[config.mk]
export PLATFORM = sky130hd
export DESIGN_NAME = depth_frame_motion_detector
export DESIGN_NICKNAME = d
export VERILOG_FILES = /design/src/rtl/core/dfmd_pkg.sv /design/src/rtl/core/dfmd_depth_store.sv /design/src/rtl/core/dfmd_cell_eval.sv /design/src/rtl/core/depth_frame_motion_detector.sv
export SDC_FILE = /design/constraint.sdc
export NUM_CORES = 2
export LEC_CHECK = 0
export BUFFER_PORTS_ARGS = -buffer_cell sky130_fd_sc_hd__buf_2
export CORE_MARGIN = 2
export CORE_UTILIZATION = 40
export DETAILED_ROUTE_END_ITERATION = 10
export PLACE_DENSITY = 0.64
export SYNTH_ARGS = -nofsm -noshare
export SYNTH_HDL_FRONTEND = slang
export SYNTH_SLANG_ARGS = --single-unit
[constraint.sdc]
create_clock -name aclk -period 23.8 [get_ports aclk]
set_clock_uncertainty 0.05 [all_clocks]
set_input_delay 2.38 -clock aclk [delete_from_list [all_inputs] [get_ports aclk]]
set_output_delay 2.38 -clock aclk [all_outputs]
set_load 0.005 [all_outputs]
[src/rtl/core/dfmd_pkg.sv]
// ----------------------------------------------------------------------------
// Depth frame motion detector package
// Shared types, register codes and reset values for the detector core.
// ----------------------------------------------------------------------------
package dfmd_pkg;

    localparam int SENSOR_COUNT_DEF    = 3;
    localparam int CELLS_PER_FRAME_DEF = 64;

    localparam int DIST_W    = 16;
    localparam int CNT_W     = 8;
    localparam int CFG_IDX_W = 2;
    localparam int CFG_DATA_W = 16;

    localparam logic [DIST_W-1:0] TRIGGER_MAX_RST  = 16'd1650;
    localparam logic [DIST_W-1:0] MOTION_DELTA_RST = 16'd85;
    localparam logic [CNT_W-1:0]  TRIGGER_MIN_RST  = 8'd2;
    localparam logic [CNT_W-1:0]  MOTION_MIN_RST   = 8'd2;

    typedef enum logic [CFG_IDX_W-1:0] {
        CFG_TRIGGER_MAX  = 2'd0,
        CFG_MOTION_DELTA = 2'd1,
        CFG_TRIGGER_MIN  = 2'd2,
        CFG_MOTION_MIN   = 2'd3
    } cfg_idx_t;

    typedef struct packed {
        logic [1:0]        sensor;
        logic [5:0]        cell_req;
        logic [DIST_W-1:0] distance;
        logic              cell_present;
        logic              frame_last;
    } dfmd_in_t;

    typedef struct packed {
        logic             activity;
        logic [CNT_W-1:0] active_cells;
        logic [CNT_W-1:0] moving_cells;
        logic             any_sensor;
    } dfmd_out_t;

    typedef struct packed {
        logic active;
        logic moving;
    } cell_flags_t;

endpackage

[src/rtl/core/dfmd_depth_store.sv]
// ----------------------------------------------------------------------------
// Previous depth store
// One write port and one registered read port, with a bypass for a write
// to the same entry in the same cycle as the read.
// ----------------------------------------------------------------------------
module dfmd_depth_store #(
    parameter int DEPTH  = dfmd_pkg::SENSOR_COUNT_DEF * dfmd_pkg::CELLS_PER_FRAME_DEF,
    parameter int ADDR_W = $clog2(DEPTH)
) (
    input  logic                        aclk,
    input  logic                        rd_en,
    input  logic [ADDR_W-1:0]           rd_addr,
    output logic [dfmd_pkg::DIST_W-1:0] rd_data,
    input  logic                        wr_en,
    input  logic [ADDR_W-1:0]           wr_addr,
    input  logic [dfmd_pkg::DIST_W-1:0] wr_data
);

    logic [dfmd_pkg::DIST_W-1:0] depth_mem_reg [DEPTH];
    logic [dfmd_pkg::DIST_W-1:0] rd_data_reg;

    always_ff @(posedge aclk) begin
        if (wr_en) begin
            depth_mem_reg[wr_addr] <= wr_data;
        end
    end

    // A write landing at the same edge returns the new value.
    always_ff @(posedge aclk) begin
        if (rd_en) begin
            if (wr_en && (wr_addr == rd_addr)) begin
                rd_data_reg <= wr_data;
            end else begin
                rd_data_reg <= depth_mem_reg[rd_addr];
            end
        end
    end

    assign rd_data = rd_data_reg;

endmodule

[src/rtl/core/dfmd_cell_eval.sv]
// ----------------------------------------------------------------------------
// Cell evaluation
// Classifies one depth cell as active and as moving against its previous value.
// ----------------------------------------------------------------------------
module dfmd_cell_eval (
    input  logic                        cell_ok,
    input  logic                        has_prev,
    input  logic [dfmd_pkg::DIST_W-1:0] distance,
    input  logic [dfmd_pkg::DIST_W-1:0] prev_distance,
    input  logic [dfmd_pkg::DIST_W-1:0] trigger_max,
    input  logic [dfmd_pkg::DIST_W-1:0] motion_delta,
    output dfmd_pkg::cell_flags_t       flags
);

    logic                        cur_active;
    logic                        prev_active;
    logic [dfmd_pkg::DIST_W-1:0] abs_delta;

    always_comb begin
        cur_active  = (distance != '0) && (distance <= trigger_max);
        prev_active = (prev_distance != '0) && (prev_distance <= trigger_max);
        if (distance > prev_distance) begin
            abs_delta = distance - prev_distance;
        end else begin
            abs_delta = prev_distance - distance;
        end
        flags.active = cell_ok && cur_active;
        flags.moving = cell_ok && has_prev && (cur_active || prev_active)
                       && (abs_delta >= motion_delta);
    end

endmodule

[src/rtl/core/depth_frame_motion_detector.sv]
// ----------------------------------------------------------------------------
// Depth frame motion detector
// Counts active and moving depth cells per frame over several sensors and
// reports activity when a frame closes.
// ----------------------------------------------------------------------------
// A closing word passes the input register, which reads its previous depth, then
// the result register, which drives m_valid. Throughput: one word per cycle; the
// single depth store read and write port each serve one cell per cycle. Only a
// stalled result blocks a closing word. Reset: synchronous, active low.
// Configuration returns to its defaults, all counts and per-sensor history bits
// clear. The depth store is not cleared; the user must ensure that an entry is
// read only once its sensor closed a frame that wrote it; the block does not check.
// ----------------------------------------------------------------------------
module depth_frame_motion_detector #(
    parameter int SENSOR_COUNT    = dfmd_pkg::SENSOR_COUNT_DEF,
    parameter int CELLS_PER_FRAME = dfmd_pkg::CELLS_PER_FRAME_DEF
) (
    input  logic                            aclk,
    input  logic                            aresetn,
    // Cell input channel
    input  logic                            s_valid,
    output logic                            s_ready,
    input  dfmd_pkg::dfmd_in_t              s_data,
    // Frame result channel
    output logic                            m_valid,
    input  logic                            m_ready,
    output dfmd_pkg::dfmd_out_t             m_data,
    // Configuration write port
    input  logic                            cfg_wr_en,
    input  logic [dfmd_pkg::CFG_IDX_W-1:0]  cfg_index,
    input  logic [dfmd_pkg::CFG_DATA_W-1:0] cfg_wdata
);

    localparam int DEPTH   = SENSOR_COUNT * CELLS_PER_FRAME;
    localparam int ADDR_W  = $clog2(DEPTH);
    localparam int WIDE_W  = 10;
    localparam int CNT_W   = dfmd_pkg::CNT_W;
    localparam int DIST_W  = dfmd_pkg::DIST_W;
    localparam logic [CNT_W-1:0] CNT_LIMIT = (DEPTH > 255) ? 8'd255 : CNT_W'(DEPTH);

    // ------------------------------------------------------------------
    // Configuration registers
    // ------------------------------------------------------------------
    logic [DIST_W-1:0] trigger_max_reg;
    logic [DIST_W-1:0] motion_delta_reg;
    logic [CNT_W-1:0]  trigger_min_reg;
    logic [CNT_W-1:0]  motion_min_reg;

    always_ff @(posedge aclk) begin
        if (!aresetn) begin
            trigger_max_reg  <= dfmd_pkg::TRIGGER_MAX_RST;
            motion_delta_reg <= dfmd_pkg::MOTION_DELTA_RST;
            trigger_min_reg  <= dfmd_pkg::TRIGGER_MIN_RST;
            motion_min_reg   <= dfmd_pkg::MOTION_MIN_RST;
        end else if (cfg_wr_en) begin
            case (dfmd_pkg::cfg_idx_t'(cfg_index))
                dfmd_pkg::CFG_TRIGGER_MAX:  trigger_max_reg  <= cfg_wdata[DIST_W-1:0];
                dfmd_pkg::CFG_MOTION_DELTA: motion_delta_reg <= cfg_wdata[DIST_W-1:0];
                dfmd_pkg::CFG_TRIGGER_MIN:  trigger_min_reg  <= cfg_wdata[CNT_W-1:0];
                dfmd_pkg::CFG_MOTION_MIN:   motion_min_reg   <= cfg_wdata[CNT_W-1:0];
                default: begin
                end
            endcase
        end
    end

    // ------------------------------------------------------------------
    // Handshake. The input register empties whenever its word can retire:
    // a word that does not close a frame always retires, a closing word
    // retires once the result register is free or being drained.
    // ------------------------------------------------------------------
    dfmd_pkg::dfmd_in_t  in_reg;
    logic                in_valid_reg;
    dfmd_pkg::dfmd_out_t out_reg, out_next;
    logic                out_valid_reg;

    logic out_free;
    logic retire;
    logic accept;

    assign out_free = !out_valid_reg || m_ready;
    assign retire   = in_valid_reg && (!in_reg.frame_last || out_free);
    assign s_ready  = !in_valid_reg || retire;
    assign accept   = s_valid && s_ready;

    always_ff @(posedge aclk) begin
        if (!aresetn) begin
            in_valid_reg <= 1'b0;
        end else if (s_ready) begin
            in_valid_reg <= s_valid;
        end
    end

    always_ff @(posedge aclk) begin
        if (accept) begin
            in_reg <= s_data;
        end
    end

    // ------------------------------------------------------------------
    // Previous depth store: read as a word is accepted, written as it
    // retires. A repeated cell right behind its predecessor is bypassed.
    // ------------------------------------------------------------------
    logic [WIDE_W-1:0] rd_wide, wr_wide;
    logic [DIST_W-1:0] prev_distance;
    logic              cell_ok;

    assign rd_wide = WIDE_W'(s_data.sensor) * WIDE_W'(CELLS_PER_FRAME)
                     + WIDE_W'(s_data.cell_req);
    assign wr_wide = WIDE_W'(in_reg.sensor) * WIDE_W'(CELLS_PER_FRAME)
                     + WIDE_W'(in_reg.cell_req);

    dfmd_depth_store #(
        .DEPTH  (DEPTH),
        .ADDR_W (ADDR_W)
    ) u_store (
        .aclk    (aclk),
        .rd_en   (accept),
        .rd_addr (rd_wide[ADDR_W-1:0]),
        .rd_data (prev_distance),
        .wr_en   (retire && cell_ok),
        .wr_addr (wr_wide[ADDR_W-1:0]),
        .wr_data (in_reg.distance)
    );

    // ------------------------------------------------------------------
    // Cell classification for the word in the input register. Cells from
    // a sensor or cell index beyond the configured frame are ignored.
    // ------------------------------------------------------------------
    logic [SENSOR_COUNT-1:0] sensor_mask;
    logic [SENSOR_COUNT-1:0] has_prev_reg, has_prev_next;
    logic [SENSOR_COUNT-1:0] frame_sensors_reg, frame_sensors_next;
    logic                    has_prev;
    dfmd_pkg::cell_flags_t   flags;

    always_comb begin
        for (int i = 0; i < SENSOR_COUNT; i++) begin
            sensor_mask[i] = ({2'b00, in_reg.sensor} == 4'(i));
        end
    end

    assign cell_ok  = in_reg.cell_present
                      && ({2'b00, in_reg.sensor} < 4'(SENSOR_COUNT))
                      && ({1'b0, in_reg.cell_req} < 7'(CELLS_PER_FRAME));
    assign has_prev = |(sensor_mask & has_prev_reg);

    dfmd_cell_eval u_eval (
        .cell_ok       (cell_ok),
        .has_prev      (has_prev),
        .distance      (in_reg.distance),
        .prev_distance (prev_distance),
        .trigger_max   (trigger_max_reg),
        .motion_delta  (motion_delta_reg),
        .flags         (flags)
    );

    // ------------------------------------------------------------------
    // Frame accumulation. Counts saturate at the number of cells a frame
    // can hold, at most 255. A closing word folds its own cell in first,
    // then the result is built and the frame state starts over.
    // ------------------------------------------------------------------
    logic [CNT_W-1:0] active_cnt_reg, active_cnt_next, active_cnt_inc;
    logic [CNT_W-1:0] moving_cnt_reg, moving_cnt_next, moving_cnt_inc;
    logic             had_sensor_reg, had_sensor_next, had_sensor_inc;
    logic             had_prev_reg, had_prev_next, had_prev_inc;
    logic             out_valid_next;
    logic             close;

    assign close = retire && in_reg.frame_last;

    always_comb begin
        active_cnt_inc = active_cnt_reg;
        moving_cnt_inc = moving_cnt_reg;
        if (flags.active && (active_cnt_reg < CNT_LIMIT)) begin
            active_cnt_inc = active_cnt_reg + 1'b1;
        end
        if (flags.moving && (moving_cnt_reg < CNT_LIMIT)) begin
            moving_cnt_inc = moving_cnt_reg + 1'b1;
        end
        had_sensor_inc = had_sensor_reg || cell_ok;
        had_prev_inc   = had_prev_reg || (cell_ok && has_prev);

        frame_sensors_next = frame_sensors_reg;
        has_prev_next      = has_prev_reg;
        active_cnt_next    = active_cnt_reg;
        moving_cnt_next    = moving_cnt_reg;
        had_sensor_next    = had_sensor_reg;
        had_prev_next      = had_prev_reg;

        out_next.any_sensor   = had_sensor_inc;
        out_next.active_cells = active_cnt_inc;
        out_next.moving_cells = moving_cnt_inc;
        out_next.activity     = had_sensor_inc
                                && (active_cnt_inc >= trigger_min_reg)
                                && (!had_prev_inc || (moving_cnt_inc >= motion_min_reg));

        if (retire) begin
            if (cell_ok) begin
                frame_sensors_next = frame_sensors_reg | sensor_mask;
            end
            active_cnt_next = active_cnt_inc;
            moving_cnt_next = moving_cnt_inc;
            had_sensor_next = had_sensor_inc;
            had_prev_next   = had_prev_inc;
            if (in_reg.frame_last) begin
                has_prev_next      = has_prev_reg | frame_sensors_next;
                frame_sensors_next = '0;
                active_cnt_next    = '0;
                moving_cnt_next    = '0;
                had_sensor_next    = 1'b0;
                had_prev_next      = 1'b0;
            end
        end

        if (close) begin
            out_valid_next = 1'b1;
        end else if (m_ready) begin
            out_valid_next = 1'b0;
        end else begin
            out_valid_next = out_valid_reg;
        end
    end

    always_ff @(posedge aclk) begin
        if (!aresetn) begin
            frame_sensors_reg <= '0;
            has_prev_reg      <= '0;
            active_cnt_reg    <= '0;
            moving_cnt_reg    <= '0;
            had_sensor_reg    <= 1'b0;
            had_prev_reg      <= 1'b0;
            out_valid_reg     <= 1'b0;
        end else begin
            frame_sensors_reg <= frame_sensors_next;
            has_prev_reg      <= has_prev_next;
            active_cnt_reg    <= active_cnt_next;
            moving_cnt_reg    <= moving_cnt_next;
            had_sensor_reg    <= had_sensor_next;
            had_prev_reg      <= had_prev_next;
            out_valid_reg     <= out_valid_next;
        end
    end

    always_ff @(posedge aclk) begin
        if (close) begin
            out_reg <= out_next;
        end
    end

    assign m_valid = out_valid_reg;
    assign m_data  = out_reg;

    // ------------------------------------------------------------------
    // Assertions
    // ------------------------------------------------------------------
    // An empty input register always takes a new word.
    a_ready_when_empty : assert property (@(posedge aclk) disable iff (!aresetn)
        !in_valid_reg |-> s_ready)
        else $error("input stalled while the input register is empty");

    // Counts never pass the saturation limit.
    a_count_limit : assert property (@(posedge aclk) disable iff (!aresetn)
        (active_cnt_reg <= CNT_LIMIT) && (moving_cnt_reg <= CNT_LIMIT))
        else $error("frame count above its saturation limit");

    // A closing word always produces a result in the next cycle.
    a_close_result : assert property (@(posedge aclk) disable iff (!aresetn)
        close |=> m_valid)
        else $error("closed frame without a result");

    // A taken result is not repeated unless a new frame closed.
    a_no_repeat : assert property (@(posedge aclk) disable iff (!aresetn)
        (m_valid && m_ready && !close) |=> !m_valid)
        else $error("result repeated after it was taken");

endmodule

==> reports/metrics.csv <==
stage;metric;value;unit
logic_synthesis;synthCells;5557;
logic_synthesis;synth_seq_cells;3206;
worst_setup_path;critPathArrivalTime;8.99;ns
cts;cts_buffers;323;
worst_setup_path;required;24.40;ns
job;cap_violations;0;
power;power_leakage;44.44;nW
cts;cts_buffer_depth;4;
detailed_routing;first_pass_iters;5;
logic_synthesis;synth.avg_cell_area;22.63;µm²
logic_synthesis;ys_async_sr_fraction;0;%
worst_setup_path;cp_common_cell;a21o_1;
timing;slew_viol_final;0;
timing;setup_tns;0;ns
cts;cts_sinks;3206;
cts;cts_hold_buf;0;
timing;setup_viol;0;
cts;cts_tree;yes;
floorplan;start_util;40.25;%
logic_synthesis;yosysUniqueCellTypes;67;
global_routing;grt_usage;19.69;%
power;switchingPower;0.002495;W
cts;root_buffer;clkbuf_16;
cts;path_clk_slew;0.06;ns
worst_setup_path;critPathMaxFanout;79;
cells_and_area;layout.nets;6076;
cells_and_area;mostFrequentLayoutCells;3132 x edfxtp_1, 993 x mux4_2, 328 x clkbuf_16;
floorplan;dieArea;318900;µm²
cells_and_area;drive_above_1_share;29.40;%
worst_setup_path;slowest_stage;edfxtp_1;
timing;worst_pin_slew;1.300;ns
global_routing;first_global_vias;60170;
cts;post_cts_buffers;0;
timing;fin_hold_ws;0.4142;ns
min_path;hp-class;flop to flop;
power;switching_share;21.23;%
logic_synthesis;ys_seq_area_share;75.97;%
cts;htree_levels;5;
detailed_routing;drt_iter0_drc;7538;
floorplan;io_pins;69;
worst_setup_path;critPathLaunchType;flop;
worst_setup_path;startpoint;in_reg[8];
logic_synthesis;synth_top_cell_area_share;74.79;%
min_path;worstHoldStart;had_sensor_reg;
timing;maxSlewHeadroom;13.32;%
power;finalPower;0.01175;W
worst_setup_path;reg2reg_setup_slack;15.41;ns
logic_synthesis;synth_area;125800;µm²
power;internal-power;0.009259;W
cells_and_area;largest_reg_flops;3072;
power;p_clk_share;41.6;%
power;comb_power_share;5.5;%
power;powerDensity;82.65;nW/µm²
detailed_routing;vias;60070;
logic_synthesis;synth_warnings;0;
placement;gp_congestion;0.8633;
timing;fin_crit;8.392;ns
floorplan;die_h;564.7;µm
worst_setup_path;cp-end-kind;flop;
power;max-vdd-ir-drop;52.58;µV
global_routing;antenna_found_initial;18;
worst_setup_path;crit_type;flop to flop;
cells_and_area;layout_commonest_cell;edfxtp_1;
global_routing;grt_pass1_wl;450600;µm
placement;post-place-ws;15.42;ns
timing;fmax;119.2;MHz
global_routing;grt-ovfl-total;0;
timing;min_period_over_period;35.26;%
logic_synthesis;syn-num-nets;5705;
cells_and_area;syn_to_final_growth;13.09;%
worst_setup_path;r2r-start;in_reg[8];
timing;setup_ws;15.41;ns
global_routing;grt_max_degree;199;
placement;place_hpwl;178900;µm
detailed_routing;wirelength;315700;µm
detailed_routing;antenna_left;0;
floorplan;die_w;564.7;µm
floorplan;coreArea;312400;µm²
logic_synthesis;synthFlopType;edfxtp_1;
logic_synthesis;synth_edf_count;3132;
cts;insertion_delay;0.90;ns
detailed_routing;viasPerCell;5.825;
detailed_routing;post_drt_wl_per_cell;30.61;µm
timing;finalHoldViolCount;0;
floorplan;row_count;205;
logic_synthesis;yosysTopAreaCell;edfxtp_1;
status;status;completed;
detailed_routing;drc;0;
power;pwr-share-seq;53.0;%
cts;cts_resized;0;
worst_setup_path;slowest_delay;1.03;ns
placement;portBuffers;68;
logic_synthesis;synth_area_leaders;edfxtp_1 75%, mux4_2 18%, dfxtp_1 1.2%, ha_1 0.97%, nor2_1 0.70%;
timing;rsz0062_at_grt;no;
## power groups by stage
stage / Combinational, W / Sequential (W) / Clock (W)
after floorplan: 0.000378 / 0.00639 / 0
after detailed placement: 0.000647 / 0.00634 / 0
final: 0.000644 / 0.00623 / 0.00488
after global placement: 0.000638 / 0.00634 / 0
after CTS: 0.000648 / 0.00622 / 0.00496
after global routing: 0.000684 / 0.00622 / 0.00517
## worst max-delay path: cells and delay by family, from the launching register on
| kind | cells | cell delay, ns |
|---|---|---|
| AOI/OAI and AO/OA | 16 | 3.96 |
| DFF | 1 | 1.03 |
| adders and majority gates | 3 | 0.87 |
| buffers and inverters | 1 | 0.76 |
| and+or+nand+nor | 3 | 0.57 |
| xor gates and xnor gates | 2 | 0.46 |
| muxes | 1 | 0.43 |
## kinds of logic after synthesis
kind of cell / synth area share, %
AO/OA/AOI/OAI: 1.451
XOR/XNOR: 0.2298
adder cells (fa/ha/maj): 0.9969
buffers and inverters: 1.420
flip-flops: 75.97
multiplexers: 18.07
AND/OR/NAND/NOR: 1.872
## final cells by class
cell class | count | area, µm²
antenna | 3 | 7.507
fill | 25580 | 170200
inverter | 94 | 352.8
clock inverter | 154 | 1418
timing repair buffer | 347 | 2645
clock buffer | 413 | 8558
tap | 4140 | 5180
multi-input combinational | 1956 | 28520
sequential | 3206 | 95530
## routing by layer
layer / vias to the layer above / wire length (µm) / global-route usage [%] / share of wire, %
li1: 24230 / - / - / -
met1: 32460 / 126600 / 27.45 / 40
met2: 2883 / 151700 / 31.50 / 48
met3: 493 / 26940 / 3.602 / 8.5
met4: 6 / 10470 / 6.308 / 3.3
met5: - / 41 / 0 / 0.013
## cell usage after synthesis (8+ instances only)
cell,number
nor2b_1,19
nand3_1,27
o211ai_1,19
nor2_1,233
and3_1,10
xnor2_1,25
ha_1,97
clkbuf_1,146
mux2i_1,23
a211oi_1,9
nand2_1,169
nor4_1,12
edfxtp_1,3132
nand4_1,17
buf_2,73
buf_1,42
mux4_2,993
buf_6,17
buf_4,22
a21boi_0,40
xor2_1,8
a21oi_1,51
a21o_1,19
dfxtp_1,74
a22o_1,11
a221o_1,12
nand2b_1,10
inv_1,94
o21ai_0,37
and2_1,10
a221oi_1,9
mux2_2,11
## path summary, 6_finish.rpt
path,end,depth (start not counted)
max,m_data[17],26
min reg2reg,had_sensor_reg,2
max reg2reg,m_data[17],26
min,had_sensor_reg,2
## through the flow
step	cell area [µm²]	instances	util [%]
4_1_cts	142200	10310	45.52
3_3_place_gp	132200	9743	42.33
6_report	142200	10310	45.52
3_5_place_dp	132200	9743	42.33
5_1_grt	142200	10310	45.52
2_1_floorplan	125800	5557	-
(Power assumes the default switching activity.)
